===== src/rtl/gnt_ram.sv =====
`default_nettype none
module gnt_ram #(
    parameter int WIDTH = 8,
    parameter int DEPTH = 256
) (
    input  wire logic                     clk,
    input  wire logic                     we,
    input  wire logic [$clog2(DEPTH)-1:0] waddr,
    input  wire logic [WIDTH-1:0]         wdata,
    input  wire logic                     re,
    input  wire logic [$clog2(DEPTH)-1:0] raddr,
    output logic      [WIDTH-1:0]         rdata
);
    logic [WIDTH-1:0] mem [DEPTH];
    logic [WIDTH-1:0] rdata_reg;

    always_ff @(posedge clk)
    begin
        if (we)
        begin
            mem[waddr] <= wdata;
        end
        if (re)
        begin
            rdata_reg <= mem[raddr];
        end
    end

    assign rdata = rdata_reg;
endmodule
`default_nettype wire


===== config.mk =====
export PLATFORM = sky130hd
export DESIGN_NAME = gnt_ram
export DESIGN_NICKNAME = d
export VERILOG_FILES = /design/src/rtl/gnt_ram.sv
export SDC_FILE = /design/constraint.sdc
export NUM_CORES = 2
export LEC_CHECK = 0
export ABC_AREA = 1
export BUFFER_PORTS_ARGS = -buffer_cell sky130_fd_sc_hd__buf_4
export CORE_ASPECT_RATIO = 0.7
export CORE_MARGIN = 4
export CORE_UTILIZATION = 25
export DETAILED_ROUTE_END_ITERATION = 16
export PLACE_DENSITY = 0.34
export SYNTH_ARGS = -nofsm -noshare
export SYNTH_HDL_FRONTEND = slang
export SYNTH_SLANG_ARGS = --single-unit

===== constraint.sdc =====
create_clock -name clk -period 3.83 [get_ports clk]
set_input_delay 0 -clock clk [delete_from_list [all_inputs] [get_ports clk]]
set_output_delay 0 -clock clk [all_outputs]
set_load 0.05 [all_outputs]

Word-level counts from Yosys, hierarchy flattened
Memory sizes are Yosys's and may differ from the RTL's. A register that Yosys moved wholly into a read port is not among the register bits.
Cells that the tools add are included.
- shift-type cells: 0
- reductions and logical operators: 0
- bitwise operators: 0
- magnitude comparators: 0
- equality and inequality tests: 0
- add/subtract/negate cells: 0
- div/mod/pow operators: 0
- mux-type cells: 2
- multiply operators: 0
- operator list (kind ; number):
    $mux 1 ; 2
- memory bits (read-only): 0
- latch bits: 0
- word-level logic and storage cells: 3
- memories: 1
- bits in registers: 0
- output and inout port bits: 8
- input bits: 27
- bits in writable memories: 2048
- memory list (memory ; depth ; bits a word ; rd ports ; clocked after memory_dff ; write ports ; RTL line ; source):
    mem ; 256 ; 8 ; 1 ; 1 ; 1 ; 14 ; logic [WIDTH-1:0] mem [DEPTH];

Logic depth before layout (Yosys ltp)
- word-level depth: 2
- gate-level depth with buffers: 15
- mapped depth without buffers: 11

Least setup slack after synthesis
No wires, ideal clock.
- path type: input port to flip-flop
- start: input we
- end: memory mem[162][0], enable pin
- path slack: 2.339 ns
- stages: 4
- buffers on the path: 2
- data arrival time: 1.121 ns
- cell sequence: clkbuf_1 nand3_1 clkbuf_1 nor2_1
- word-level cells in the longest chain between the ends: 2
- ends and longest elaborated chain (what ; RTL line ; source):
    from (decl) ; 7 ; input wire logic we,
    $mux 1 ; 19 ; if (we)
    $mux 1 (not written as such) ; 21 ; mem[waddr] <= wdata;
    to (decl) ; 14 ;
No other way between the ends.

==> run_results.csv <==
group,metric,value,unit
pwr,power_frac_clock,42.2,%
synth,avgSynthCellArea,11.9,um2
timing,fin_tns_setup,0,ps
worst_setup_path,reg2reg_from,"mem[179][1]$_DFFE_PP_",
clock_network,insertion_delay,890,ps
clock_network,post_cts_buffers,0,
worst_setup_path,end_kind,"flop",
pwr,ir_drop,332,uV
timing,timing.final.crit_share,76.9,%
timing,relSlewSlack,16.4,%
pwr,leakagePower,33.4,nW
run_status,outcome,"completed",
place,io_buffers,34,
global_route,antenna_found_initial,25,
floorplan,die_w,699,um
cells_and_area,layout-drive-gt1-share,9.94,%
floorplan,initial_core_util,25.1,%
detailed_routing,vias,55300,
synth,ys_types,13,
timing,rsz0062_at_grt,"false",
worst_setup_path,regToRegSetupSlack,1000,ps
pwr,p_int,37.0,mW
synth,synth-seq-area-share,74.0,%
clock_network,cts_sinks,2056,
detailed_routing,wl_per_cell,25.6,um
pwr,p_sw,11.8,mW
timing,setup_viol,0,
timing,worst_slew_pin_slew,1250,ps
worst_setup_path,arrival,3700,ps
worst_setup_path,timing.rr.end,"rdata[1]$_DFFE_PP_",
floorplan,core.rowCount,177,
timing,skew,65.2,ps
worst_setup_path,critical_path.endpoint,"rdata[1]$_DFFE_PP_",
floorplan,fp.dieH,491,um
timing,drv_slew,0,
global_route,overflow,0,
synth,syn_inst,7003,
global_route,track_usage,17.1,%
detailed_routing,wl,303000,um
place,dp_hpwl,183000,um
hold_path,hp-class,"in2reg",
clock_network,ctsRootBufferMaster,"clkbuf_16",
global_route,grt_max_degree,119,
clock_network,cts_tree,"built",
worst_setup_path,cp-startpoint,"raddr[0]",
worst_setup_path,r2r_cells,11,
cells_and_area,final_nets,7220,
clock_network,clockBufferDepth,4,
global_route,grt_pass1_vias,53400,
global_route,grt_pass1_wl,428000,um
detailed_routing,drtIter0Drc,5114,
worst_setup_path,crit_required,4590,ps
clock_network,clk_pin_slew,60,ps
timing,hold_viol_final,0,
pwr,powerDensity,499,nW/um2
synth,synth_fp_nets,7030,
floorplan,io_pins,35,
cells_and_area,largest_reg_flops,2048,
timing,period_needed,2950,ps
detailed_routing,routed_via_density,4.67,
timing,fmax,339,MHz
cells_and_area,post-route-util,29.4,%
worst_setup_path,critPathMaxFanout,95,
cells_and_area,syn_to_final_growth,17.0,%
worst_setup_path,critPathKind,"in2reg",
pwr,switching_share,24.1,%
floorplan,core,332000,um2
pwr,p_comb_share,6.8,%
clock_network,htree_levels,4,
worst_setup_path,startpoint_type,"input pin",
cells_and_area,final_cell_mix,"nand2_1 (2,107), edfxtp_1 (2,056), nand3_1 (2,019)",
synth,synth_area,83500,um2
detailed_routing,drtAntennaViolNets,0,
place,place.gp.congestion,0.782,
synth,ys_warn_count,0,
synth,ys_seq_elements,2056,
cells_and_area,final_common_cell,"nand2_1",
detailed_routing,dr.pass1.iters,5,
flow_run,maxCapViolCount,0,
pwr,share_seq_of_total_power,50.9,%
detailed_routing,drc,0,
floorplan,dieArea,343000,um2
clock_network,cts_made_buffers,219,
-- power by group through the flow --
| stage | Sequential, mW | Clock (mW) | Combinational (mW) |
|---|---|---|---|
| after floorplan | 25.3 | 0 | 1.53 |
| after global placement | 25.3 | 0 | 3.39 |
| after detailed placement | 25.3 | 0 | 3.37 |
| after CTS | 24.8 | 21.2 | 3.39 |
| after global routing | 24.8 | 22.2 | 3.59 |
| final | 24.8 | 20.6 | 3.32 |
-- critical path: stages --
cell and delay (ps):
buf_8 160, inv_16 470, buf_12 270, buf_12 240
buf_4 210, nand2_1 60, nand3_1 60, nand3_1 80
nand3_1 180, nand3_1 130, nand3_1 380, nand3_1 360
nand2_1 180, nand2_1 60, dlygate4sd3_1 560, nand2_1 60
-- worst min path at each step --
stage,startpoint,endpoint,slack [ps],cells after the start
after floorplan,wdata[0],mem[0][0]$_DFFE_PP_,100,0
final,raddr[3],rdata[7]$_DFFE_PP_,90,8
after global routing,re,rdata[5]$_DFFE_PP_,50,2
after CTS,waddr[7],mem[182][3]$_DFFE_PP_,2,5
after global placement,wdata[1],mem[239][1]$_DFFE_PP_,450,1
after detailed placement,wdata[1],mem[237][1]$_DFFE_PP_,440,1
-- metrics by stage --
stage	instances	cell area, um2	hold slack, ps	power (mW)	worst slack (ps)
after floorplan	7003	83500	98.9	26.9	2340
after global placement	11400	90900	450	28.7	406
after detailed placement	11400	90900	443	28.7	455
after CTS	11800	97700	1.63	49.4	1040
after global routing	11800	97700	45.7	50.6	870
final	11800	97700	92.6	48.7	884
-- logic make-up (layout without fill, tap and decap cells) --
family | after synthesis | count (layout) | synth area share [%]
buffers and inverters | 522 | 885 | 3.12
DFF | 2056 | 2056 | 74.0
and+or+nand+nor | 4425 | 4425 | 22.9
other | 0 | 4 | 0
-- synth_stat cells --
cell type | instances | share of area, %
buf_8 | 1 | 0.018
inv_2 | 2 | 0.0090
inv_4 | 1 | 0.0075
nand3_1 | 2019 | 12
nor2_1 | 283 | 1.3
inv_1 | 36 | 0.16
buf_4 | 46 | 0.41
buf_2 | 268 | 1.6
buf_1 | 40 | 0.18
clkbuf_1 | 112 | 0.50
edfxtp_1 | 2056 | 74
buf_6 | 16 | 0.22
nand2_1 | 2123 | 9.5
-- what timing repair did --
| action | CTS | global route |
|---|---|---|
| hold buffers | 22 | 0 |
| resized for setup | 0 | 0 |
| endpoints found under the hold margin | 1445 | 0 |
-- layer usage --
metal / routed length, um / GRT usage (%)
met4: 4730 / 2.89
met5: 0 / 0
met2: 129000 / 25.0
met1: 154000 / 27.0
met3: 15200 / 2.38
-- final cells by class --
| type | instances | area [um2] |
|---|---|---|
| well taps | 4475 | 5600 |
| multi-input cells | 4425 | 19200 |
| clock buffers | 272 | 5760 |
| fillers | 33800 | 235000 |
| flip-flops and latches | 2056 | 61700 |
| inverters | 39 | 184 |
| clock inverters | 122 | 855 |
| diodes | 4 | 10.0 |
| repair buffers | 452 | 4360 |
Note: power is estimated with default switching activity, not from simulation.
