$ cat src/rtl/gnt_pkg.sv
`default_nettype none
package gnt_pkg;
    localparam int TABLE_SIZE_DEF = 256;
    localparam int COORD_FRAC_DEF = 24;
    localparam int MAX_OCT        = 8;

    localparam int MUL_A_W = 36;
    localparam int MUL_B_W = 18;
    localparam int MUL_P_W = MUL_A_W + MUL_B_W;

    localparam int CFG_W     = 4;
    localparam int CFG_IDX_W = 1;

    localparam logic [1:0] REQ_GRAD = 2'd0;
    localparam logic [1:0] REQ_PERM = 2'd1;
    localparam logic [1:0] REQ_EVAL = 2'd2;

    localparam logic [CFG_IDX_W-1:0] CFG_OCTAVES = 1'b0;
    localparam logic [CFG_IDX_W-1:0] CFG_MODE    = 1'b1;

    localparam logic [3:0] OCTAVES_RESET = 4'd7;
    localparam logic       MODE_RESET    = 1'b0;

    localparam logic [16:0] ONE16    = 17'h10000;
    localparam logic [17:0] SMOOTH_K = 18'd196608;

    typedef enum logic [5:0] {
        S_IDLE   = 6'b000001,
        S_PERM   = 6'b000010,
        S_SMOOTH = 6'b000100,
        S_CORNER = 6'b001000,
        S_ACCUM  = 6'b010000,
        S_DONE   = 6'b100000
    } state_t;

    typedef struct packed {
        logic                      en;
        logic signed [MUL_A_W-1:0] a;
        logic signed [MUL_B_W-1:0] b;
    } mul_req_t;
endpackage
`default_nettype wire

$ cat src/rtl/gnt_mul.sv
`default_nettype none
module gnt_mul (
    input  wire logic                               clk,
    input  wire gnt_pkg::mul_req_t                  req,
    output logic signed [gnt_pkg::MUL_P_W-1:0]      prod
);
    import gnt_pkg::*;

    logic signed [MUL_P_W-1:0] prod_reg;

    always_ff @(posedge clk)
    begin
        if (req.en)
        begin
            prod_reg <= req.a * req.b;
        end
    end

    assign prod = prod_reg;
endmodule
`default_nettype wire
$ cat config.mk
export PLATFORM = sky130hd
export DESIGN_NAME = gnt_mul
export DESIGN_NICKNAME = d
export VERILOG_FILES = /design/src/rtl/gnt_pkg.sv /design/src/rtl/gnt_mul.sv
export SDC_FILE = /design/constraint.sdc
export NUM_CORES = 2
export LEC_CHECK = 0
export ABC_AREA = 1
export BUFFER_PORTS_ARGS = -buffer_cell sky130_fd_sc_hd__buf_2
export CAP_MARGIN = 40
export CORE_MARGIN = 2
export CORE_UTILIZATION = 60
export DETAILED_ROUTE_END_ITERATION = 8
export PLACE_DENSITY = 0.78
export SLEW_MARGIN = 20
export SYNTH_ARGS = -nofsm -noshare
export SYNTH_HDL_FRONTEND = slang
export SYNTH_SLANG_ARGS = --single-unit
$ cat constraint.sdc
create_clock -name clk -period 15.15 [get_ports clk]
set_input_delay 3.03 -clock clk [delete_from_list [all_inputs] [get_ports clk]]
set_output_delay 3.03 -clock clk [all_outputs]
set_load 0.02 [all_outputs]
* Word-level counts from Yosys, hierarchy flattened *
Cells that the tools add are included.

word-level totals
  register bits = 54
  input port bits = 56
  output and inout port bits = 54
  logic and storage cells = 2

operators by class
  multipliers = 1

operator list
  operator                      count
  multiplier 36 x 18 -> 54 bit  1

* Depth between registers and ports, before layout *
  word-level depth = 1
  gate-level depth with buffers = 29
  gate-level depth less buffers = 27

* Worst setup path before layout *
Ideal clock, no wire load.

  path kind = input to register
  start point = in req[53] (netlist bit)
  end point = reg prod_reg[49], in the netlist prod[49] (data pin)
  library setup time = 253 ps
  arrival = 8,244 ps
  required time = 14,897 ps
  setup slack = 6,653 ps
  stages = 22
  buffers on the path = 2
  cell sequence = clkbuf_1 -> clkbuf_1 -> nand2_1 -> fa_1 -> inv_1 -> fa_1 -> inv_1 -> fa_1 -> fa_1 -> fa_1 -> fa_1 -> inv_1 -> ha_1 -> nand2_1 -> inv_1 -> nand2_1 -> nor3_1 -> nand2_1 -> nor2_1 -> nand2_1 -> nand4_1 -> nand2_1

between the ends
  word-level cells in the longest chain between the ends = 1

ends and longest elaborated chain
  element                       line           RTL
  start, declared               gnt_mul.sv:4   input wire gnt_pkg::mul_req_t req,
  multiplier 36 x 18 -> 54 bit  gnt_mul.sv:15  prod_reg <= req.a * req.b;
  end signal, assigned          gnt_mul.sv:15
  end, declared                 gnt_mul.sv:9   logic signed [MUL_P_W-1:0] prod_reg;

No other way between the ends.
A chain may end at the register's enable or synchronous reset.

* Worst setup path in the final report *
  start point = in req[1] (netlist bit)
  end point = reg prod_reg[45], in the netlist prod[45] (data pin)

The elaborated chain is that of the path after synthesis.

==> metrics.csv <==
stage;metric;value;unit
sta;finalSetupTns;0;ns
worst_setup_path;crit_family;adder cells;
finish;largest_register_ffs;54;
route;vias_per_cell;5.09;
route;wirelength;68600;µm
global_routing;grt_pass1_wl;113000;µm
sta;rsz0062_at_grt;no;
finish;num-fill-cells;3810;
die;core;43000;µm²
worst_setup_path;cp-end-kind;register;
sta;finalHoldViolCount;0;
place;io_buffer_count;109;
die;start_util;60.8;%
clock_network;cts.path.max_buffers;2;
finish;area_growth;4.53;%
yosys;synth_top_area_share;47.3;%
route;via_count;20500;
clock_network;postCtsHoldBufs;0;
worst_setup_path;crit_arrival;8.94;ns
die;chipHeight;213;µm
place;place_hpwl;55300;µm
die;rows;76;
route;wl_per_cell;17.1;µm
clock_network;cts_tree;yes;
route;antenna_left;0;
yosys;yosysSeqAreaShare;6.21;%
sta;final_max_slew_viol_count;0;
place;place_area;27000;µm²
worst_setup_path;max_stage_delay;0.64;ns
route;first_iter_violations;1523;
global_routing;grtUsageTotal;32.5;%
worst_setup_path;cpMaxStageDelayCell;buf_2;
worst_hold_path;hold_depth;3;
worst_setup_path;path_cells;buf_2 > nand2_1 > inv_1 > fa_1 > fa_1 > ha_1 > inv_1 > fa_1 > inv_1 > fa_1 > inv_1 > fa_1 > inv_1 > ha_1 > nand2_1 > nor2_1 > nand2_1 > nor3_1 > nand3_1 > nand4_1 > nand2_1;
worst_setup_path;crit_buf_inv;6;
yosys;synth_cells;3442;
sta;min_period;8.87;ns
worst_setup_path;worstSetupStartpointType;input pin;
finish;nets;4234;
yosys;ys_types;33;
global_routing;grt_pass1_vias;22300;
yosys;synth-seq-cells;54;
global_routing;grt_overflow;0;
yosys;ys.flop_type;edfxtp_1;
yosys;ys_async_sr_fraction;0;%
yosys;synth_top_cells_by_count;1148 x inv_1, 1034 x nand2_1, 617 x fa_1, 129 x ha_1, 126 x clkbuf_1;
clock_network;path_clk_slew;0.08;ns
clock_network;root_buffer;clkbuf_16;
route;drc;0;
worst_hold_path;min_from;req[18];
clock_network;cts_num_sinks;54;
yosys;synth_warnings;0;
flow_run;drv_cap;0;
finish;drive_above_1_share;6.61;%
worst_setup_path;path_class;in -> reg;
die;die-area;45200;µm²
yosys;synth_edf_count;54;
die;num_io_pins;110;
sta;tightest_slew;0.886;ns
yosys;synthesis.area;26100;µm²
die;die_w;213;µm
sta;finalCritPeriodShare;58.6;%
sta;max_freq;0.113;GHz
clock_network;cts_buffers;5;
finish;utilization;63.5;%
worst_hold_path;min_path_type;in -> reg;
finish;fin_area;27300;µm²
yosys;synthesis.nets;4244;
yosys;avgSynthCellArea;7.59;µm²
yosys;synth_area_leaders;fa_1 47%, inv_1 16%, nand2_1 15%, edfxtp_1 6.2%, ha_1 6.2%;
yosys;synth_area_leader_cell;fa_1;
global_routing;grt_start_max_net_pins;55;
clock_network;h-tree-depth;2;
yosys;yosysMostFrequentCell;inv_1;
global_routing;antenna_found_initial;1;
sta;setup_viol;0;
place;gp_congestion;0.981;
run_status;outcome;completed;
worst_hold_path;holdPathEnd;prod[0];
worst_setup_path;crit_fanout;36;
route;firstDrtPassIters;5;
worst_setup_path;cp.required;15.22;ns
clock_network;cts_resized;0;
clock_network;postCtsSetupBuffers;0;
sta;timing.slew.headroom;40.9;%
==> logic make-up (layout without fill, tap and decap cells) <==
family / Yosys count / count (layout) / synth area share (%)
other: 0 / 1 / 0
DFF: 54 / 54 / 6.21
adders and majority gates: 746 / 746 / 53.5
and+or+nand+nor: 1239 / 1239 / 19.2
AOI/OAI and AO/OA: 54 / 54 / 1.14
xor gates and xnor gates: 33 / 33 / 1.11
buffers and inverters: 1316 / 1307 / 18.9
==> through the flow <==
step | instances | setup slack [ns] | hold slack [ns]
floorplan | 3442 | 6.65 | 3.14
global placement | 3999 | 6.03 | 3.48
detailed placement | 4005 | 5.93 | 3.48
CTS | 4013 | 6.23 | 3.36
global route | 4019 | 5.83 | 3.37
finish | 4019 | 6.28 | 3.37
==> per-layer routing <==
metal | up-vias | wire [µm] | track usage [%]
met4 | 0 | 3060 | 13.3
met2 | 848 | 34500 | 57.8
met5 | - | 0 | 0
li1 | 9351 | - | -
met3 | 203 | 5170 | 4.75
met1 | 10100 | 25900 | 39.8
==> worst max-delay path by stage <==
stage                       start  endpoint  cells after the start
final                      req[1]  prod[45]                     21
after global routing       req[1]  prod[52]                     23
after CTS                  req[6]  prod[45]                     19
after detailed placement   req[6]  prod[49]                     21
after global placement     req[6]  prod[48]                     21
after floorplan           req[53]  prod[49]                     22
==> layout by cell type, fill, tap and decap left out, types with 5 or more instances in the layout <==
cell type,n
a21oi_1,37
buf_12,10
buf_2,109
buf_4,6
clkbuf_16,5
edfxtp_1,54
fa_1,617
ha_1,129
inv_1,1148
inv_2,23
nand2_1,1034
nand2_2,17
nand3_1,40
nand3_2,5
nand4_1,16
nor2_1,68
nor2_2,27
nor3_1,6
nor3_2,7
o21ai_0,7
or2_2,6
xnor2_1,5
xor2_1,28
==> cell type report <==
| type | count | area, µm² | area share (%) |
|---|---|---|---|
| Tap cell | 585 | 732 | 2.68 |
| Antenna cell | 1 | 2.50 | 0.00916 |
| Timing Repair Buffer | 126 | 818 | 3.00 |
| Sequential cell | 54 | 1620 | 5.94 |
| Inverter | 1173 | 4400 | 16.1 |
| Multi-Input combinational cell | 2072 | 19600 | 71.6 |
| Clock buffer | 6 | 129 | 0.472 |
| Clock inverter | 2 | 37.5 | 0.137 |
Power is not shown: default switching activity piles up to over one toggle a cycle in this logic, so the estimate is an artifact.
